==> src/rtl/core/rds_pkg.sv <==
// ----------------------------------------------------------------------------
// rds_pkg
// Shared types and constants for the resource descriptor scanner.
// ----------------------------------------------------------------------------
package rds_pkg;

    localparam int unsigned IN_TDATA_W  = 8;
    localparam int unsigned OUT_TDATA_W = 48;

    localparam logic [7:0] END_TAG        = 8'h79;
    localparam logic [3:0] SMALL_IRQ_KIND = 4'h4;
    localparam logic [6:0] EXT_IRQ_TAG    = 7'h09;
    localparam logic [6:0] SERIAL_TAG     = 7'h0E;
    localparam logic [7:0] BUS_KIND_ADDR  = 8'h01;

    localparam logic [15:0] SMALL_IRQ_MIN_LEN = 16'd2;
    localparam logic [15:0] EXT_IRQ_MIN_LEN   = 16'd10;
    localparam logic [15:0] SERIAL_MIN_LEN    = 16'd11;
    localparam logic [15:0] SER_TLEN_MIN      = 16'd4;

    typedef enum logic [4:0] {
        PH_TAG    = 5'b00001,
        PH_LEN_LO = 5'b00010,
        PH_LEN_HI = 5'b00100,
        PH_BODY   = 5'b01000,
        PH_DONE   = 5'b10000
    } t_phase;

    typedef enum logic [1:0] {
        KIND_NONE    = 2'd0,
        KIND_SM_IRQ  = 2'd1,
        KIND_EXT_IRQ = 2'd2,
        KIND_SERIAL  = 2'd3
    } t_kind;

    // one byte handed from the input register to the scanner
    typedef struct packed {
        logic       take;
        logic [7:0] data;
        logic       last;
    } t_scan_in;

    typedef struct packed {
        logic [6:0]  bus_address;
        logic        found_bus_address;
        logic        irq_trigger;
        logic        irq_polarity;
        logic [31:0] interrupt_number;
        logic        irq_found;
    } t_result;

endpackage

==> src/rtl/core/rds_in_reg.sv <==
// ----------------------------------------------------------------------------
// rds_in_reg
// Input register stage: holds one byte transfer until the scanner takes it.
// ----------------------------------------------------------------------------
module rds_in_reg
    import rds_pkg::*;
(
    input  logic       i_clk,
    input  logic       i_rst_n,
    input  logic       i_valid,
    output logic       o_ready,
    input  logic [7:0] i_data,
    input  logic       i_last,
    input  logic       i_out_free,
    output t_scan_in   o_scan
);

    logic       r_valid;
    logic [7:0] r_data;
    logic       r_last;
    logic       w_adv;

    // a last byte may move on only when the result register can load
    assign w_adv   = r_valid && (!r_last || i_out_free);
    assign o_ready = !r_valid || w_adv;

    always_ff @(posedge i_clk) begin
        if (!i_rst_n) begin
            r_valid <= 1'b0;
        end else if (o_ready) begin
            r_valid <= i_valid;
        end
    end

    always_ff @(posedge i_clk) begin
        if (o_ready && i_valid) begin
            r_data <= i_data;
            r_last <= i_last;
        end
    end

    assign o_scan.take = w_adv;
    assign o_scan.data = r_data;
    assign o_scan.last = r_last;

endmodule

==> src/rtl/core/rds_scan.sv <==
// ----------------------------------------------------------------------------
// rds_scan
// Descriptor parser: tracks header and body bytes, captures pending fields
// and commits them when a descriptor's body completes.
// ----------------------------------------------------------------------------
module rds_scan
    import rds_pkg::*;
(
    input  logic     i_clk,
    input  logic     i_rst_n,
    input  t_scan_in i_in,
    output t_result  o_result
);

    t_phase      r_phase, n_phase;
    t_kind       r_kind, n_kind;
    logic [15:0] r_len, n_len;
    logic [15:0] r_off, n_off;
    logic [15:0] r_mask, n_mask;
    logic [7:0]  r_info, n_info;
    logic [7:0]  r_count, n_count;
    logic [31:0] r_num, n_num;
    logic [7:0]  r_bus_kind, n_bus_kind;
    logic [15:0] r_ser_tlen, n_ser_tlen;
    logic [6:0]  r_addr, n_addr;
    t_result     r_comm, n_comm;
    logic        w_commit;
    logic [3:0]  w_low_bit;

    always_comb begin
        n_phase    = r_phase;
        n_kind     = r_kind;
        n_len      = r_len;
        n_off      = r_off;
        n_mask     = r_mask;
        n_info     = r_info;
        n_count    = r_count;
        n_num      = r_num;
        n_bus_kind = r_bus_kind;
        n_ser_tlen = r_ser_tlen;
        n_addr     = r_addr;
        w_commit   = 1'b0;
        if (i_in.take) begin
            case (r_phase)
                PH_TAG: begin
                    if (i_in.data == END_TAG) begin
                        n_phase = PH_DONE;
                    end else begin
                        n_len      = '0;
                        n_off      = '0;
                        n_mask     = '0;
                        n_info     = '0;
                        n_count    = '0;
                        n_num      = '0;
                        n_bus_kind = '0;
                        n_ser_tlen = '0;
                        n_addr     = '0;
                        if (!i_in.data[7]) begin
                            n_kind = (i_in.data[6:3] == SMALL_IRQ_KIND) ? KIND_SM_IRQ
                                                                        : KIND_NONE;
                            n_len  = {13'd0, i_in.data[2:0]};
                            if (i_in.data[2:0] == 3'd0) begin
                                w_commit = 1'b1;
                                n_phase  = PH_TAG;
                            end else begin
                                n_phase = PH_BODY;
                            end
                        end else begin
                            if (i_in.data[6:0] == EXT_IRQ_TAG) begin
                                n_kind = KIND_EXT_IRQ;
                            end else if (i_in.data[6:0] == SERIAL_TAG) begin
                                n_kind = KIND_SERIAL;
                            end else begin
                                n_kind = KIND_NONE;
                            end
                            n_phase = PH_LEN_LO;
                        end
                    end
                end
                PH_LEN_LO: begin
                    n_len   = {8'd0, i_in.data};
                    n_phase = PH_LEN_HI;
                end
                PH_LEN_HI: begin
                    n_len = {i_in.data, r_len[7:0]};
                    if (n_len == 16'd0) begin
                        w_commit = 1'b1;
                        n_phase  = PH_TAG;
                    end else begin
                        n_phase = PH_BODY;
                    end
                end
                PH_BODY: begin
                    case (r_kind)
                        KIND_SM_IRQ: begin
                            if (r_off == 16'd0) n_mask[7:0]  = i_in.data;
                            if (r_off == 16'd1) n_mask[15:8] = i_in.data;
                            if (r_off == 16'd2) n_info       = i_in.data;
                        end
                        KIND_EXT_IRQ: begin
                            if (r_off == 16'd1) n_mask  = {8'd0, i_in.data};
                            if (r_off == 16'd2) n_count = i_in.data;
                            if (r_off == 16'd3) n_num[7:0]   = r_num[7:0]   | i_in.data;
                            if (r_off == 16'd4) n_num[15:8]  = r_num[15:8]  | i_in.data;
                            if (r_off == 16'd5) n_num[23:16] = r_num[23:16] | i_in.data;
                            if (r_off == 16'd6) n_num[31:24] = r_num[31:24] | i_in.data;
                        end
                        KIND_SERIAL: begin
                            if (r_off == 16'd0)  n_bus_kind       = i_in.data;
                            if (r_off == 16'd4)  n_ser_tlen[7:0]  = i_in.data;
                            if (r_off == 16'd5)  n_ser_tlen[15:8] = i_in.data;
                            if (r_off == 16'd10) n_addr           = i_in.data[6:0];
                        end
                        default: begin
                        end
                    endcase
                    n_off = r_off + 16'd1;
                    if (n_off >= r_len) begin
                        w_commit = 1'b1;
                        n_phase  = PH_TAG;
                    end
                end
                PH_DONE: begin
                end
                default: begin
                    n_phase = PH_TAG;
                end
            endcase
        end
    end

    // lowest set bit of the interrupt mask
    always_comb begin
        w_low_bit = 4'd0;
        for (int i = 15; i >= 0; i--) begin
            if (n_mask[i]) w_low_bit = 4'(i);
        end
    end

    always_comb begin
        n_comm = r_comm;
        if (w_commit) begin
            case (n_kind)
                KIND_SM_IRQ: begin
                    if (n_len >= SMALL_IRQ_MIN_LEN && n_mask != 16'd0) begin
                        n_comm.interrupt_number = {28'd0, w_low_bit};
                        n_comm.irq_polarity     = n_info[1];
                        n_comm.irq_trigger      = n_info[0];
                        n_comm.irq_found        = 1'b1;
                    end
                end
                KIND_EXT_IRQ: begin
                    if (n_len >= EXT_IRQ_MIN_LEN && n_count != 8'd0) begin
                        n_comm.interrupt_number = n_num;
                        n_comm.irq_polarity     = n_mask[1];
                        n_comm.irq_trigger      = n_mask[0];
                        n_comm.irq_found        = 1'b1;
                    end
                end
                KIND_SERIAL: begin
                    if (n_len >= SERIAL_MIN_LEN && n_bus_kind == BUS_KIND_ADDR &&
                        n_ser_tlen >= SER_TLEN_MIN) begin
                        n_comm.bus_address       = n_addr;
                        n_comm.found_bus_address = 1'b1;
                    end
                end
                default: begin
                end
            endcase
        end
    end

    assign o_result = n_comm;

    // clear everything after the last byte of a template
    always_ff @(posedge i_clk) begin
        if (!i_rst_n || (i_in.take && i_in.last)) begin
            r_phase    <= PH_TAG;
            r_kind     <= KIND_NONE;
            r_len      <= '0;
            r_off      <= '0;
            r_mask     <= '0;
            r_info     <= '0;
            r_count    <= '0;
            r_num      <= '0;
            r_bus_kind <= '0;
            r_ser_tlen <= '0;
            r_addr     <= '0;
            r_comm     <= '0;
        end else begin
            r_phase    <= n_phase;
            r_kind     <= n_kind;
            r_len      <= n_len;
            r_off      <= n_off;
            r_mask     <= n_mask;
            r_info     <= n_info;
            r_count    <= n_count;
            r_num      <= n_num;
            r_bus_kind <= n_bus_kind;
            r_ser_tlen <= n_ser_tlen;
            r_addr     <= n_addr;
            r_comm     <= n_comm;
        end
    end

`ifndef ASSERT_OFF
    a_last_clears: assert property (@(posedge i_clk) disable iff (!i_rst_n)
        (i_in.take && i_in.last) |=> (r_phase == PH_TAG && r_comm == '0))
        else $error("scan state not cleared after last byte");

    a_done_holds: assert property (@(posedge i_clk) disable iff (!i_rst_n)
        (r_phase == PH_DONE && !(i_in.take && i_in.last)) |=> (r_phase == PH_DONE))
        else $error("scan left end state before last byte");

    a_body_in_range: assert property (@(posedge i_clk) disable iff (!i_rst_n)
        (r_phase == PH_BODY) |-> (r_off < r_len))
        else $error("body offset beyond body length");

    a_irq_zero: assert property (@(posedge i_clk) disable iff (!i_rst_n)
        !r_comm.irq_found |-> (r_comm.interrupt_number == 32'd0 &&
            !r_comm.irq_polarity && !r_comm.irq_trigger))
        else $error("interrupt fields set without a found interrupt");

    a_bus_zero: assert property (@(posedge i_clk) disable iff (!i_rst_n)
        !r_comm.found_bus_address |-> (r_comm.bus_address == 7'd0))
        else $error("bus address set without a found address");
`endif

endmodule

==> src/rtl/core/rds_out_reg.sv <==
// ----------------------------------------------------------------------------
// rds_out_reg
// Result register: holds one packed result until the master side takes it.
// ----------------------------------------------------------------------------
module rds_out_reg
    import rds_pkg::*;
(
    input  logic                   i_clk,
    input  logic                   i_rst_n,
    input  logic                   i_load,
    input  t_result                i_result,
    output logic                   o_free,
    output logic                   o_valid,
    input  logic                   i_ready,
    output logic [OUT_TDATA_W-1:0] o_data
);

    logic                   r_valid;
    logic [OUT_TDATA_W-1:0] r_data;

    assign o_free = !r_valid || i_ready;

    always_ff @(posedge i_clk) begin
        if (!i_rst_n) begin
            r_valid <= 1'b0;
        end else if (i_load) begin
            r_valid <= 1'b1;
        end else if (i_ready) begin
            r_valid <= 1'b0;
        end
    end

    always_ff @(posedge i_clk) begin
        if (i_load) begin
            r_data <= {{(OUT_TDATA_W - $bits(t_result)){1'b0}}, i_result};
        end
    end

    assign o_valid = r_valid;
    assign o_data  = r_data;

endmodule

==> src/rtl/core/resource_descriptor_scanner.sv <==
// A last byte's result reaches the master side via the input register and the result register.
// Throughput: one byte per cycle unless stalled; a byte's parse is one registered step.
// Back-pressure on the master side stalls the slave side only once a last byte waits.
// Reset (synchronous, active low) clears the scan state and both handshake stages.
// All scan state also returns to its reset value after each last byte.
// ----------------------------------------------------------------------------
// resource_descriptor_scanner
// Scans a resource template byte stream and reports the captured interrupt
// and bus-address fields once per template.
// ----------------------------------------------------------------------------
module resource_descriptor_scanner
    import rds_pkg::*;
(
    input  logic                   i_clk,
    input  logic                   i_rst_n,
    input  logic                   i_s_axis_tvalid,
    output logic                   o_s_axis_tready,
    input  logic [IN_TDATA_W-1:0]  i_s_axis_tdata,  // [7:0] data_byte
    input  logic                   i_s_axis_tlast,  // last_byte
    output logic                   o_m_axis_tvalid,
    input  logic                   i_m_axis_tready,
    // [0] irq_found, [32:1] interrupt_number, [33] irq_polarity,
    // [34] irq_trigger, [35] found_bus_address, [42:36] bus_address,
    // [47:43] zero
    output logic [OUT_TDATA_W-1:0] o_m_axis_tdata
);

    t_scan_in w_scan;
    t_result  w_result;
    logic     w_out_free;

    rds_in_reg u_in_reg (
        .i_clk      (i_clk),
        .i_rst_n    (i_rst_n),
        .i_valid    (i_s_axis_tvalid),
        .o_ready    (o_s_axis_tready),
        .i_data     (i_s_axis_tdata),
        .i_last     (i_s_axis_tlast),
        .i_out_free (w_out_free),
        .o_scan     (w_scan)
    );

    rds_scan u_scan (
        .i_clk    (i_clk),
        .i_rst_n  (i_rst_n),
        .i_in     (w_scan),
        .o_result (w_result)
    );

    rds_out_reg u_out_reg (
        .i_clk    (i_clk),
        .i_rst_n  (i_rst_n),
        .i_load   (w_scan.take && w_scan.last),
        .i_result (w_result),
        .o_free   (w_out_free),
        .o_valid  (o_m_axis_tvalid),
        .i_ready  (i_m_axis_tready),
        .o_data   (o_m_axis_tdata)
    );

endmodule
==> config.mk <==
export PLATFORM = sky130hd
export DESIGN_NAME = resource_descriptor_scanner
export DESIGN_NICKNAME = d
export VERILOG_FILES = /design/src/rtl/core/rds_pkg.sv /design/src/rtl/core/rds_in_reg.sv /design/src/rtl/core/rds_scan.sv /design/src/rtl/core/rds_out_reg.sv /design/src/rtl/core/resource_descriptor_scanner.sv
export SDC_FILE = /design/constraint.sdc
export NUM_CORES = 1
export LEC_CHECK = 0
export ABC_AREA = 1
export BUFFER_PORTS_ARGS = -buffer_cell sky130_fd_sc_hd__buf_2
export CORE_ASPECT_RATIO = 1.75
export CORE_MARGIN = 10
export CORE_UTILIZATION = 50
export DETAILED_ROUTE_END_ITERATION = 10
export PLACE_DENSITY_LB_ADDON = 0.3
export SYNTH_ARGS = -nofsm -noshare
export SYNTH_HDL_FRONTEND = slang
export SYNTH_SLANG_ARGS = --single-unit
export TNS_END_PERCENT = 1
==> constraint.sdc <==
create_clock -name i_clk -period 5.3 [get_ports i_clk]
set_input_delay 0 -clock i_clk [delete_from_list [all_inputs] [get_ports i_clk]]
set_output_delay 0 -clock i_clk [all_outputs]
set_load 0.05 [all_outputs]
==> impl_results.md <==
- Syn. warnings: 0
- Period minus WS final: 4.540 ns
- Relative area change from synthesis to final layout: 12.75%
- Worst relative slew slack: 0.2251
- Cells taking the most area after synthesis: dfxtp_1, edfxtp_1, inv_1
- Flip-flop and latch count after synthesis: 223
- Signal arrival time at the worst endpoint: 4.79 ns
- Launching instance or port of the critical path: u_scan.r_off[0]
- Power share of the combinational group: 0.055
- Via count: 8794
- Predominant post-synthesis flop cell: dfxtp_1
- Highest clock rate: 220.3 MHz
- Required time at the worst-slack endpoint: 5.55 ns
- Die Wd: 128.7 µm
- H-Tree Level Count: 1
- Share of the synthesized area in the top cell type: 0.3310
- Max-capacitance violation count: 0
- Largest net degree at the start of global routing: 86
- Sequential area share after synthesis: 0.4820
- Kind of critical path: reg2reg
- Cell area after synthesis: 10340 µm²
- Sw Pwr: 0.8289 mW
- Number of setup violations in the final report: 0
- Critical path's largest stage delay: 0.42 ns
- Placed instance area: 10780 µm²
- Power density of the placed cells: 304.8 nW/µm²
- Register-to-Register Setup Slack: 0.76 ns
- Actual transition at the worst max-transition pin: 1.158 ns
- Clock Sink Count: 223
- Switching part of the total power: 0.2333
- Ant. Diodes: 0
- Clock transition time at the flip-flop clock pins of the worst setup and hold paths: 0.07 ns
- Max Transition Viols Final: 0
- Avg Vias per Cell: 5.216
- Number of optimization iterations in the first detailed-route pass: 5
- CTS tree: yes
- Hold Violations, Final: 0
- Routed length per placed instance: 15.46 µm
- CTS Buf Count: 21
- Total of buffers placed on input and output ports: 57
- Setup fix buffers added after clock tree synthesis: 0
- Flop pwr share: 0.495
- Vias in the first global route: 8576
- Multi-input gate area in the final layout: 4099 µm²
- Total Nets Final: 1462
- Kind of start point of the critical path: register
- Static Leak: 4.982 nW
- Share of cells above drive strength 1: 0.09179
- Dominant cell type by count on the critical path: nand2_1
- Number of ports placed on the die boundary: 63
- Synth Area per Inst: 7.582 µm²
- First-pass GRT wire length: 42.45 mm
- Setup TNS Final: 0 ns
- Final Skew: 0.01373 ns
- Worst path top cell family by delay: simple AND/OR/NAND/NOR gates
- CTS Buffer Depth: 3
- Worst path slowest cell: dfxtp_1
- Yosys cell types: 47
- Terminus of the critical flop-to-flop path: u_out_reg.o_data[10]
- Design Area, Final: 11660 µm²
- Post-route DRC violation count: 0
- Number of synthesized flops with an enable pin: 52
- Cell Chain, Critical Path: inv_1 -> nor3_1 -> inv_1 -> nor3_1 -> inv_1 -> nor3_1 -> nand2_1 -> nor2_1 -> nand2_1 -> nor4_1 -> nand2_1 -> xnor2_1 -> ha_1 -> nand2_1 -> nor2_1 -> nand2_1 -> nand2_1 -> nand2_1 -> a21oi_1 -> nand2_1 -> a21oi_2 -> nand2_4 -> nand2_1 -> nand2_1
- Count of cell instances traversed by the critical path: 24
- Count of buffer and inverter cells on the critical path: 3
- Area of the die: 27060 µm²
- Aggregate global routing overflow: 0
- Status: complete, no violations
- Max Fanout on Critical Path: 33
- RePlAce Congestion: 0.9134
- Reg area: 4985 µm²
- Clock power share: 0.450
- Drt initial violations: 627
- Final ANT Viol Nets: 0
- Area of the placeable core: 20370 µm²
- Internal power: 2.725 mW
- Length in cells of the worst reg-to-reg path: 24
- Non-filler instance count after layout: 1686
- Die Height: 210.3 µm
- Number of antenna violations at the first check in global routing: 0
- Post-Route WL: 26.07 mm
- Gate Count Post-Synth: 1364
- Overall global routing resource usage: 0.1909
- Fill cell total of the finished layout: 1872
- Unrepaired setup endpoints after global routing: false
- Class of the worst hold path: in2reg
- Critical path endpoint: u_out_reg.o_data[10]
- Kind of end point of the critical path: register
- Worst flop-to-flop path startpoint: u_scan.r_off[0]
- CTS root buffer: clkbuf_16
- Row cnt: 69
- Final worst path period share: 0.8566
- Placed cell count: 1634
- Post-CTS sizing: 0
- VDD IR-drop max: 0.2701 mV
- Initial core utilization: 0.5076
- Synth async-reset ratio: 0
- Clock latency on the worst-skew pair: 0.51 ns
- Top cell type by total area after synthesis: dfxtp_1
- Half-perimeter wire length of the detailed placement result: 18.61 mm
state kept, by name (all words and copies together), names as in the netlist:
signal	count
u_scan.r_info	2
u_out_reg.o_valid	1
u_scan.r_addr	7
u_scan.r_phase	5
u_scan.r_count	8
u_scan.r_len	16
u_in_reg.r_valid	1
u_scan.r_kind	2
u_scan.r_comm	43
u_scan.r_num	32
u_in_reg.r_data	8
u_in_reg.r_last	1
u_scan.r_mask	16
u_scan.r_ser_tlen	14
u_scan.r_bus_kind	8
u_scan.r_off	16
u_out_reg.o_data	43
per-layer routing:
metal,GRT usage,vias up,part of all wire
met5,0,-,0
met4,0.1130,0,0.057
met3,0.02638,80,0.050
met2,0.3495,252,0.52
met1,0.2010,4026,0.38
li1,-,4436,-
power by group through the flow:
stage               registers (mW)  clock network, mW  logic (mW)
global placement              1.80                  0       0.186
global route                  1.76               1.70       0.213
CTS                           1.76               1.62       0.195
floorplan                     1.82                  0       0.111
finish                        1.76               1.60       0.196
detailed placement            1.80                  0       0.187
cells by family (layout without fill, tap and decap cells):
logic type,Yosys count,count (layout),synth area share
simple gates,567,567,0.2346
buf+inv,327,397,0.1241
flops,223,223,0.4820
compound gates,211,211,0.1199
fa+ha+maj,26,26,0.03145
xor+xnor,9,9,0.007622
other cells,1,5,0.0003626
synth_stat cells, types with 6 or more instances:
cell type and number:
a21boi_0 6, a21oi_1 97, a22oi_1 19, buf_4 8, clkbuf_1 30, dfxtp_1 171
edfxtp_1 52, ha_1 26, inv_1 276, nand2_1 252, nand3_1 64, nand4_1 14
nor2_1 186, nor3_1 14, nor4_1 15, o21ai_0 21, o22ai_1 50, xor2_1 6
area by class of cell:
cell class                      instances  area share
Multi-Input combinational cell        818      0.3515
Clock inverter                          9    0.009549
Inverter                              282     0.09077
Clock buffer                           29     0.05376
Timing Repair Buffer                   77     0.04034
Tap cell                              248     0.02661
Sequential cell                       223      0.4275
worst min-delay path by stage:
stage,startpoint,end,cells past startpoint
floorplan,i_s_axis_tdata[0],u_in_reg.r_data[0],0
global placement,i_s_axis_tdata[5],u_in_reg.r_data[5],1
detailed placement,i_s_axis_tdata[5],u_in_reg.r_data[5],1
CTS,i_s_axis_tlast,u_in_reg.r_last,2
global route,i_s_axis_tdata[0],u_in_reg.r_data[0],2
finish,i_s_axis_tdata[3],u_in_reg.r_data[3],2
stage by stage:
step	util	worst slack, ns	hold slack [ns]	total power [mW]
after floorplan	-	1.552	0.09887	1.935
after global placement	0.5292	1.037	0.1787	1.984
after detailed placement	0.5292	0.8504	0.1782	1.985
after CTS	0.5723	0.8042	0.1925	3.579
after global routing	0.5723	0.1695	0.2079	3.671
final	0.5723	0.7601	0.2141	3.554
layout by cell type (no fill, tap or decap), drive strengths merged, types with 16 or more instances in the layout:
cell type	n
edfxtp	52
ha	26
a21oi	101
o22ai	50
dfxtp	171
nor2	191
o21ai	21
nand4	16
inv	284
clkbuf	29
nand2	258
buf	63
a22oi	19
nand3	68
repair_timing:
action	4_1_cts	5_1_grt
hold endpoints to repair	11	0
hold buffers	14	0
endpoints found under the setup margin	0	0
Power figures use the tool's default switching activity.
